$ cat src/rtl/sem_pkg.sv
// Shared constants, register codes and result type of the Sobel edge-magnitude block.
// No dependencies; used by sem_out_fifo and sobel_edge_magnitude_3x3.
package sem_pkg;

    localparam int MAX_WIDTH      = 2048;
    localparam int MAX_HEIGHT     = 4096;
    localparam int COL_W          = $clog2(MAX_WIDTH);
    localparam int ROW_W          = $clog2(MAX_HEIGHT);
    localparam int PIX_W          = 8;
    localparam int LINE_WIDTH_W   = 12;
    localparam int FRAME_HEIGHT_W = 13;
    localparam int CFG_DATA_W     = 13;
    localparam int CFG_IDX_W      = 1;
    localparam int MIN_DIM        = 3;
    localparam int SUM_W          = PIX_W + 2;
    localparam int SAT_MAX        = 255;
    localparam int FIFO_DEPTH     = 4;
    localparam int FIFO_PTR_W     = $clog2(FIFO_DEPTH);
    localparam int FIFO_CNT_W     = FIFO_PTR_W + 1;

    typedef enum logic [CFG_IDX_W-1:0] {
        REG_LINE_WIDTH   = 1'b0,
        REG_FRAME_HEIGHT = 1'b1
    } cfg_reg_t;

    typedef struct packed {
        logic [PIX_W-1:0] edge_res;
        logic             last_in_frame;
    } sem_result_t;

endpackage

$ cat src/rtl/sem_out_fifo.sv
// Small result queue between the filter pipeline and the output channel.
// Depends on sem_pkg for the result type and queue depth.
module sem_out_fifo (
    input  logic                          aclk,
    input  logic                          aresetn,
    input  logic                          push,
    input  sem_pkg::sem_result_t          push_data,
    input  logic                          pop,
    output sem_pkg::sem_result_t          pop_data,
    output logic [sem_pkg::FIFO_CNT_W-1:0] count
);
    import sem_pkg::*;

    sem_result_t           fifo_mem [FIFO_DEPTH];
    logic [FIFO_PTR_W-1:0] wr_ptr_reg;
    logic [FIFO_PTR_W-1:0] rd_ptr_reg;
    logic [FIFO_CNT_W-1:0] count_reg;
    logic [FIFO_CNT_W-1:0] count_next;

    always_comb begin
        count_next = count_reg;
        if (push && !pop) begin
            count_next = count_reg + 1'b1;
        end else if (pop && !push) begin
            count_next = count_reg - 1'b1;
        end
    end

    always_ff @(posedge aclk) begin
        if (!aresetn) begin
            wr_ptr_reg <= '0;
            rd_ptr_reg <= '0;
            count_reg  <= '0;
        end else begin
            if (push) begin
                wr_ptr_reg <= wr_ptr_reg + 1'b1;
            end
            if (pop) begin
                rd_ptr_reg <= rd_ptr_reg + 1'b1;
            end
            count_reg <= count_next;
        end
    end

    always_ff @(posedge aclk) begin
        if (push) begin
            fifo_mem[wr_ptr_reg] <= push_data;
        end
    end

    assign pop_data = fifo_mem[rd_ptr_reg];
    assign count    = count_reg;

endmodule

$ cat config.mk
export PLATFORM = sky130hd
export DESIGN_NAME = sem_out_fifo
export DESIGN_NICKNAME = d
export VERILOG_FILES = /design/src/rtl/sem_pkg.sv /design/src/rtl/sem_out_fifo.sv
export SDC_FILE = /design/constraint.sdc
export NUM_CORES = 1
export LEC_CHECK = 0
export BUFFER_PORTS_ARGS = -buffer_cell sky130_fd_sc_hd__buf_2
export CORE_MARGIN = 5
export CORE_UTILIZATION = 50
export CTS_BUF_LIST = sky130_fd_sc_hd__clkbuf_4 sky130_fd_sc_hd__clkbuf_8 sky130_fd_sc_hd__clkbuf_16
export CTS_CLUSTER_DIAMETER = 150
export DETAILED_ROUTE_END_ITERATION = 10
export GPL_TIMING_DRIVEN = 0
export PLACE_DENSITY = 0.79
export SYNTH_ARGS = -nofsm -noshare
export SYNTH_HDL_FRONTEND = slang
export SYNTH_SLANG_ARGS = --single-unit
$ cat constraint.sdc
create_clock -name aclk -period 1.5 [get_ports aclk]
set_input_delay 0.3 -clock aclk [delete_from_list [all_inputs] [get_ports aclk]]
set_output_delay 0.3 -clock aclk [all_outputs]
set_load 0.02 [all_outputs]
# Yosys cells after proc, flatten, opt, wreduce, memory -nomap -nowiden
# Memories as Yosys holds them, arrays and structs flattened. A register that Yosys moved wholly into a read port is not among the register bits.
# Index checks and enable logic that the tools add are counted.
[classes] muxes=6 addsub=4 reduce_logical=5
[ops] cell="2-to-1 mux 3 bit" n=2
[ops] cell="adder 2 x 1 -> 2 bit, second input constant" n=2
[ops] cell="2-to-1 mux 2 bit" n=2
[ops] cell="adder 3 x 1 -> 3 bit, second input constant" n=1
[ops] cell="subtractor 3 x 1 -> 3 bit, second input constant" n=1
[ops] cell="logical AND 1 bit" n=2
[ops] cell="logical NOT 1 bit" n=2
[ops] cell="2-to-1 mux 1 bit" n=2
[ops] cell="nonzero test 2 bit" n=1
[word_totals] mem_bits_rw=36 out_inout_bits=12 n_memories=1 regBits=7
[memory_table] memory="fifo_mem" words=4 width=9 read_ports=1 rd_ports_with_merged_regs=1 write_ports=1 line="sem_out_fifo.sv:14" text="sem_result_t fifo_mem [FIFO_DEPTH];"

# Depth between registers and ports, before layout
# Gate-level depths: netlist of the first run.
[depth] word_depth=4 depth_mapped=7 mapped_depth_nobuf=7

# Worst setup path after synthesis of the first run
# OpenSTA, ideal clock, no wires.
[synth_path] kind="input to register" start="in pop" end="reg count_reg[2], in the netlist count[2]" setup_time_ns=0.070 n_path_buf=0 slack_ns=-0.041 path_stages=7 arrival_time_ns=1.471 cell_sequence="inv_1 ha_1 inv_1 fa_1 xor2_1 or3_1 a21boi_1"
[synth_via] elab_chain_cells=3
[synth_lines] element="from (decl)" line="sem_out_fifo.sv:8" text="input logic pop,"
[synth_lines] element="logical NOT 1 bit" line="sem_out_fifo.sv:22" text="if (push && !pop) begin"
[synth_lines] element="logical AND 1 bit" line="sem_out_fifo.sv:22"
[synth_lines] element="2-to-1 mux 3 bit or nonzero test 2 bit (tied branches)"
[synth_lines] element="to (signal assigned)" line="sem_out_fifo.sv:41" text="count_reg <= count_next;"
[synth_lines] element="to (decl)" line="sem_out_fifo.sv:17" text="logic [FIFO_CNT_W-1:0] count_reg;"
# Several ways; a longest one is shown, not always the timed one.
# A chain may end at the register's enable or synchronous reset.

==> run_results.csv, run 1 <==
group,metric,value,unit
layout,instances_no_fill,167,
detailed_routing,wl_per_cell,15.7,um
floorplanning,io_pins,25,
synth,synth-seq-cells,45,
cts,cts_inserted_buffers,5,
pwr,swShare,0.232,
worst_hold_path,hold_path.class,"in2reg",
synth,syn_area,1730,um^2
synth,synth-edff-count,36,
layout,fillers,250,
detailed_routing,ant_nets,0,
global_route,grt_start_max_net_pins,15,
placed_design,place.gp.congestion,0.686,
sta,max_slew.worst_pin.slew,0.474,ns
layout,largest_reg_flops,36,
pwr,p_per_area,1270,nW/um^2
global_route,antenna_found_initial,0,
synth,synth-seq-area-share,0.728,
sta,hold_violations,0,
placed_design,port_buffers,24,
pwr,ir_worst_vdd,0.526,mV
floorplanning,initial_core_util,0.519,
sta,rsz0062_at_grt,"yes",
critical_path,reg2reg_setup_slack,0.10,ns
floorplanning,fp.dieH,68.9,um
run,maxCapViolations,0,
placed_design,hpwl,1810,um
global_route,first_global_vias,940,
synth,yosys-top-cells-area,"edfxtp_1 (62%), mux4_2 (12%), dfxtp_1 (10%), ha_1 (3.6%), and2_1 (3.2%)",
pwr,comb_power_share,0.155,
critical_path,cp-start-kind,"register",
layout,fin_util,0.620,
global_route,grt_pass1_wl,4460,um
synth,yosysTopAreaCell,"edfxtp_1",
critical_path,worst_setup_path_endpoint,"pop_data[8]",
synth,synthTopCellsByCount,"edfxtp_1 (36), and2_1 (9), dfxtp_1 (9), mux4_2 (9), ha_1 (5)",
outcome,violations,"setup timing",
synth,ys_types,17,
pwr,p_total,2640,uW
critical_path,crit_type,"reg2out",
placed_design,place_ws,-0.209,ns
layout,nets,139,
cts,root_buffer,"clkbuf_4",
sta,slew_headroom,0.684,
sta,fmax,0.546,GHz
synth,syn_inst,88,
critical_path,cp_max_fo,5,
critical_path,r2r_end,"count[2]",
pwr,power.switching,611,uW
pwr,leakagePower,0.000754,uW
critical_path,critPathRequiredTime,1.20,ns
global_route,gr-total-overflow,0,
layout,syn_to_final_growth,19.3,%
global_route,grt_util_all_layers,0.138,
floorplanning,dieArea,4740,um^2
detailed_routing,first_iter_violations,23,
floorplanning,core-area,3340,um^2
cts,cts_sinks,45,
synth,ys.flop_type,"edfxtp_1",
layout,final_layout_size_suffix_gt1_frac,0.397,
synth,synthMostInstantiatedCell,"edfxtp_1",
cts,htree_levels,2,
floorplanning,die_w,68.9,um
detailed_routing,drtPass1Iterations,4,
detailed_routing,routed-via-count,838,
cts,clkTransAtPathRegs,0.13,ns
detailed_routing,wirelength,2630,um
sta,setup_ws,-0.332,ns
synth,synthArstFlopShare,0,
outcome,status,"finished with violations",
synth,synth.top_cell.area_share,0.624,
cts,hold_buffers,0,
floorplanning,row_count,21,
detailed_routing,routed_via_density,5.02,
critical_path,r2r_cells,4,
synth,yosys_warnings,0,
synth,avgSynthCellArea,19.7,um^2
sta,finalCritPeriodShare,1.22,
sta,fin_crit,1.83,ns
synth,syn_nets,107,
cts,cts_buffer_depth,2,
cts,clk-insertion-delay-late,0.36,ns
sta,fin_skew,0.0116,ns
critical_path,arrival,1.53,ns
pwr,p_clk_frac,0.291,
layout,diodes,0,
pwr,seq_power_share,0.554,
critical_path,end_kind,"primary output",
critical_path,r2r-start,"count[0]",
cts,cts_tree,"built",
sta,finalSetupViolations,9,
pwr,intPower,2030,uW
sta,slew_viol_final,0,
detailed_routing,drc,0,
placed_design,placedCellCount,158,
[worst min-delay path by stage]
stage | startpoint | to | slack (ns) | cells after the start
finish | push_data[8] | fifo_mem[2][8] | 0.15 | 1
global route | push_data[6] | fifo_mem[0][6] | 0.13 | 1
CTS | push_data[7] | fifo_mem[3][7] | 0.14 | 1
detailed placement | count[2] | count[2] | 0.50 | 2
global placement | count[2] | count[2] | 0.47 | 2
floorplan | push_data[0] | fifo_mem[0][0] | 0.40 | 0
[cells in the final DEF (no fill, tap or decap)]
master	instances
ha_2	1
bufinv_16	1
dfxtp_1	8
clkbuf_2	1
edfxtp_1	36
or3_1	1
xnor2_1	2
a21boi_1	1
mux2i_1	2
mux4_2	9
clkbuf_8	1
xor2_1	3
dfxtp_2	1
ha_1	4
buf_6	10
and2_2	1
nand2_1	1
buf_2	16
fa_2	1
clkbuf_4	5
and2_1	8
o21ai_0	1
nor2b_1	2
clkinvlp_4	1
inv_1	4
[final cells by class]
| class | count | area, um^2 | share of cell area |
|---|---|---|---|
| tap | 46 | 57.6 | 0.0278 |
| multi-input combinational | 37 | 447 | 0.216 |
| clock inverter | 2 | 37.5 | 0.0181 |
| buffer | 2 | 16.3 | 0.00786 |
| sequential | 45 | 1260 | 0.610 |
| clock buffer | 6 | 51.3 | 0.0248 |
| inverter | 4 | 15.0 | 0.00726 |
| timing repair buffer | 25 | 181 | 0.0877 |
[timing repair]
action                                  4_1_cts  5_1_grt
cloned                                        1        0
endpoints found under the setup margin        9       13
resized for setup                            12        8
buffers inserted                              0        0
[cells by family after synthesis]
family          count (synthesis)  synth area share
flops                          45             0.728
buf+inv                         6            0.0180
fa+ha+maj                       6            0.0477
mux                            11             0.129
xor+xnor                        5            0.0253
simple gates                   13            0.0455
compound gates                  2           0.00722
[through the flow]
stage | hold slack [ns] | TNS, ns | cell area (um^2)
floorplan | 0.399 | 0 | 1740
detailed placement | 0.504 | -0.209 | 1920
CTS | 0.140 | -3.17 | 2040
global route | 0.133 | -3.50 | 2070
global placement | 0.468 | -0.151 | 1920
finish | 0.148 | -2.84 | 2070
[critical path: stages, from the launching register on]
cell and delay, ns:
dfxtp_2 0.37, buf_6 0.14, mux4_2 0.52, buf_6 0.15
[per-layer routing]
layer / track usage / up-vias / routed length, um
met5: 0 / - / 0
met1: 0.146 / 412 / 965
li1: - / 397 / -
met3: 0.0405 / 8 / 139
met2: 0.243 / 21 / 1450
met4: 0.0803 / 0 / 78
[power groups by stage]
stage	Clock, uW	Combinational, uW	Sequential (uW)
CTS	785	399	1460
floorplan	0	229	1500
detailed placement	0	363	1490
finish	767	409	1460
global route	847	452	1470
global placement	0	348	1480
(Power assumes the default switching activity.)
==> inputs of run 2 (changes only) <==
--- a/config.mk
+++ b/config.mk
@@ -13,6 +13,7 @@
 export DETAILED_ROUTE_END_ITERATION = 10
 export GPL_TIMING_DRIVEN = 0
 export PLACE_DENSITY = 0.79
+export SETUP_SLACK_MARGIN = 0.2
 export SYNTH_ARGS = -nofsm -noshare
 export SYNTH_HDL_FRONTEND = slang
 export SYNTH_SLANG_ARGS = --single-unit
==> run 2 against run 1 <==
Against the previous run: the run still ends with setup timing left; critical path depth unchanged; non-clock buffer count up 1; flip-flop and latch count did not move; global-route usage decreased by 0.86 points; sequential power is essentially flat; clock power fell by 23%; combinational power grew 13%.
==> run_results.csv, run 2 (synthesized netlist as in run 1, its figures left out) <==
group,metric,value,unit
pwr,leakagePower,0.000771,uW
run,maxCapViolations,0,
floorplanning,die_w,68.9,um
layout,fin_util,0.637,
detailed_routing,wl_per_cell,16.7,um
sta,finalCritPeriodShare,1.22,
global_route,grt_start_max_net_pins,15,
global_route,grt_pass1_wl,4140,um
cts,cts_tree,"built",
cts,clk-insertion-delay-late,0.35,ns
placed_design,placedInstanceArea,1920,um^2
cts,root_buffer,"clkbuf_4",
detailed_routing,routed-via-count,841,
floorplanning,fp.dieH,68.9,um
sta,slew_headroom,0.820,
floorplanning,dieArea,4740,um^2
sta,finalSetupViolations,9,
floorplanning,io_pins,25,
layout,nets,140,
global_route,busiest_layer,"met2",
floorplanning,row_count,21,
cts,cts_inserted_buffers,5,
critical_path,r2r_end,"count[2]",
critical_path,reg2reg_setup_slack,0.13,ns
layout,final_layout_size_suffix_gt1_frac,0.459,
cts,cts_buffer_depth,2,
critical_path,crit_type,"reg2out",
cts,cts_sinks,45,
global_route,grt_util_all_layers,0.130,
layout,layout.cells.most_common,"edfxtp_1",
global_route,gr-total-overflow,0,
global_route,antenna_found_initial,0,
critical_path,r2r_cells,4,
global_route,first_global_vias,897,
sta,hold_violations,0,
layout,layout_common_cells,"edfxtp_1 (36), buf_2 (13), buf_6 (11)",
global_route,use_met2,0.219,
layout,finalInstanceArea,2120,um^2
detailed_routing,drc,0,
sta,fin_crit,1.83,ns
cts,clkTransAtPathRegs,0.12,ns
layout,diodes,0,
outcome,status,"finished with violations",
detailed_routing,drtPass1Iterations,4,
floorplanning,initial_core_util,0.519,
detailed_routing,routed_via_density,5.01,
placed_design,port_buffers,24,
critical_path,cp-start-kind,"register",
detailed_routing,ant_nets,0,
sta,slew_viol_final,0,
critical_path,r2r-start,"count[0]",
sta,fmax,0.546,GHz
global_route,grt_util_met1,0.143,
pwr,p_per_area,1180,nW/um^2
layout,syn_to_final_growth,22.6,%
floorplanning,core-area,3340,um^2
sta,holdWs,0.157,ns
detailed_routing,wirelength,2800,um
pwr,ir_worst_vdd,0.711,mV
sta,fin_skew,0.0113,ns
sta,rsz0062_at_grt,"yes",
placed_design,hpwl,1830,um
sta,max_slew.worst_pin.slew,0.269,ns
placed_design,placedCellCount,158,
worst_hold_path,hold_path.class,"in2reg",
cts,htree_levels,2,
critical_path,arrival,1.53,ns
critical_path,end_kind,"primary output",
global_route,gr-usage-met3,0.0470,
layout,instances_no_fill,168,
detailed_routing,first_iter_violations,48,
placed_design,place.gp.congestion,0.651,
pwr,p_total,2520,uW
outcome,violations,"setup timing",
critical_path,cp_max_fo,5,
critical_path,worst_setup_path_endpoint,"pop_data[7]",
layout,largest_reg_flops,36,
sta,setup_ws,-0.333,ns
critical_path,critPathRequiredTime,1.20,ns
[run 2: cell types whose count changed in the layout (fill, tap and decap cells not counted), sizes merged]
cell / change
clkbuf: +1
clkinvlp: -1
clkinv: +2
bufinv: -1
[run 2: final cells by class]
class	instances	area, um^2
fillers	254	1210
well taps	46	57.6
plain buffers	2	25.0
inverters	4	15.0
clock inverters	2	13.8
clock buffers	6	51.3
repair buffers	26	221
flip-flops and latches	45	1270
multi-input cells	37	468
[run 2: worst max-delay path: stages (launching register included)]
cell	delay, ns
dfxtp_4	0.39
buf_12	0.12
mux4_2	0.52
buf_6	0.15
[run 2: report_power, final]
group          leakage [uW]  switching [uW]  internal, uW
registers          0.000407            35.8          1430
logic              0.000326             220           242
clock network     0.0000382             362           229
[run 2: routing by layer]
layer | wire length [um] | vias to the layer above
met1 | 1070 | 408
met2 | 1490 | 32
met3 | 201 | 5
li1 | - | 396
met4 | 42 | 0
met5 | 0 | -
[run 2: stage by stage]
stage | worst slack (ns) | setup TNS, ns
after CTS | -0.357 | -3.00
final | -0.333 | -2.92
after global placement | -0.165 | -0.165
after global routing | -0.400 | -3.54
after floorplan | 0.00804 | 0
after detailed placement | -0.220 | -0.220
[run 2: how the worst min path moves through the flow]
| stage | cells past startpoint | from | to | slack (ns) |
|---|---|---|---|---|
| CTS | 1 | push_data[2] | fifo_mem[0][2] | 0.15 |
| global route | 1 | push_data[7] | fifo_mem[2][7] | 0.13 |
| global placement | 2 | count[2] | count[2] | 0.47 |
| floorplan | 0 | push_data[0] | fifo_mem[0][0] | 0.40 |
| detailed placement | 2 | count[2] | count[2] | 0.52 |
| finish | 1 | push_data[2] | fifo_mem[0][2] | 0.16 |
[run 2: repair_timing]
action | 4_1_cts | 5_1_grt
endpoints found under the setup margin | 46 | 11
setup buffers | 1 | 0
pin swaps | 3 | 2
gates cloned | 0 | 1
hold buffers | 0 | 0
gates resized for setup | 12 | 23
==> inputs of run 3 (changes only) <==
==> constraint.sdc (replaced) <==
create_clock -name aclk -period 1.5 [get_ports aclk]
set_input_delay 0 -clock aclk [delete_from_list [all_inputs] [get_ports aclk]]
set_output_delay 0 -clock aclk [all_outputs]
set_load 0.02 [all_outputs]
==> run 3 against run 2 <==
Against the previous run: the flow still finishes with violations (setup timing); non-clock buffer count increased by 11; fmax increased by 21%; sequential share of layout area decreased by 1.9 points; wire length decreased by 0.39%; worst hold slack got worse by 0.12 ns; critical path depth unchanged; combinational power decreased by 1%; power about the same.
==> run_results.csv, run 3 (synthesized netlist as in run 1, its figures left out) <==
group,metric,value,unit
global_route,grt_util_all_layers,0.146,
pwr,ir_worst_vdd,0.723,mV
global_route,antenna_found_initial,0,
critical_path,reg2reg_setup_slack,0.11,ns
layout,layout_common_cells,"edfxtp_1 (36), buf_2 (15), dlygate4sd3_1 (11)",
detailed_routing,drc,0,
layout,syn_to_final_growth,26.4,%
sta,fin_skew,0.00576,ns
critical_path,r2r_end,"count[2]",
placed_design,place.gp.congestion,0.658,
floorplanning,io_pins,25,
layout,finalInstanceArea,2190,um^2
worst_hold_path,hold_path.class,"in2reg",
sta,setup_ws,-0.0121,ns
layout,diodes,0,
layout,layout.cells.most_common,"edfxtp_1",
cts,cts_inserted_buffers,5,
pwr,leakagePower,0.000805,uW
cts,clk-insertion-delay-late,0.34,ns
outcome,violations,"setup timing",
layout,final_layout_size_suffix_gt1_frac,0.406,
sta,slew_headroom,0.824,
detailed_routing,routed-via-count,866,
run,maxCapViolations,0,
critical_path,crit_type,"reg2out",
floorplanning,initial_core_util,0.519,
critical_path,cp_max_fo,5,
cts,root_buffer,"clkbuf_4",
pwr,p_per_area,1150,nW/um^2
critical_path,critPathRequiredTime,1.50,ns
detailed_routing,ant_nets,0,
detailed_routing,routed_via_density,4.84,
floorplanning,fp.dieH,68.9,um
sta,fmax,0.661,GHz
critical_path,worst_setup_path_endpoint,"pop_data[3]",
placed_design,placedCellCount,158,
detailed_routing,drtPass1Iterations,5,
layout,nets,151,
cts,cts_tree,"built",
critical_path,cp-start-kind,"register",
detailed_routing,first_iter_violations,64,
sta,rsz0062_at_grt,"yes",
sta,hold_violations,0,
placed_design,port_buffers,24,
global_route,first_global_vias,930,
floorplanning,row_count,21,
global_route,gr-total-overflow,0,
critical_path,r2r-start,"count[1]",
cts,cts_buffer_depth,2,
sta,slew_viol_final,0,
outcome,status,"finished with violations",
placed_design,hpwl,1810,um
cts,cts_sinks,45,
layout,instances_no_fill,179,
sta,finalCritPeriodShare,1.01,
detailed_routing,wl_per_cell,15.6,um
sta,fin_tns_setup,-0.0481,ns
global_route,grt_start_max_net_pins,15,
sta,finalSetupViolations,8,
sta,max_slew.worst_pin.slew,0.264,ns
floorplanning,die_w,68.9,um
global_route,grt_pass1_wl,4540,um
critical_path,arrival,1.51,ns
cts,clkTransAtPathRegs,0.12,ns
layout,fillers,234,
floorplanning,core-area,3340,um^2
detailed_routing,wirelength,2790,um
cts,htree_levels,2,
floorplanning,dieArea,4740,um^2
critical_path,end_kind,"primary output",
critical_path,r2r_cells,4,
placed_design,placedInstanceArea,1920,um^2
sta,fin_crit,1.51,ns
layout,largest_reg_flops,36,
## run 3: what timing repair did
action | in CTS | in global routing
gates resized for setup | 25 | 2
buffers inserted | 1 | 0
hold endpoints to repair | 45 | 0
pin swaps | 0 | 0
hold buffers | 11 | 0
gates cloned | 1 | 0
setup endpoints to repair | 46 | 10
## run 3: report_power, final
group          internal [uW]  leakage [uW]  switching, uW  total (uW)
combinational            239      0.000363            216         455
sequential              1430      0.000407           34.8        1460
clock                    248     0.0000349            351         598
## run 3: layout make-up
type	count	area [um^2]	area share
sequential	45	1270	0.580
inverter	4	15.0	0.00686
clock buffer	7	58.8	0.0269
timing repair buffer	37	305	0.139
tap	46	57.6	0.0263
clock inverter	1	7.51	0.00343
multi-input combinational	37	455	0.208
buffer	2	20.0	0.00914
## run 3: worst min path at each step
stage	start	to	slack, ns	cells after the start
2_1_floorplan	push_data[0]	fifo_mem[0][0]	0.1	0
3_3_place_gp	push_data[8]	fifo_mem[2][8]	0.21	1
3_5_place_dp	push_data[8]	fifo_mem[2][8]	0.22	1
4_1_cts	push	wr_ptr_reg[1]	0.02	3
5_1_grt	push	wr_ptr_reg[1]	0.02	3
6_report	push	wr_ptr_reg[1]	0.04	3
## run 3: worst max-delay path: stages, from the launching register on
cell	delay, ns
dfxtp_2	0.37
buf_8	0.14
mux4_2	0.51
buf_6	0.15
## run 3: stage by stage
stage / hold WS [ns] / setup WS [ns] / util / power (uW)
after floorplan: 0.0989 / 0.182 / - / 1730
after global placement: 0.211 / 0.0811 / 0.576 / 1830
after detailed placement: 0.215 / 0.0290 / 0.576 / 1850
after CTS: 0.0165 / -0.0586 / 0.653 / 2540
after global routing: 0.0177 / -0.116 / 0.656 / 2660
final: 0.0362 / -0.0121 / 0.656 / 2520
## run 3: routing by layer
metal,global-route usage,part of all wire,up-vias
li1,-,-,419
met1,0.173,0.42,418
met2,0.233,0.50,27
met3,0.0600,0.067,2
met4,0.0657,0.010,0
met5,0,0,-
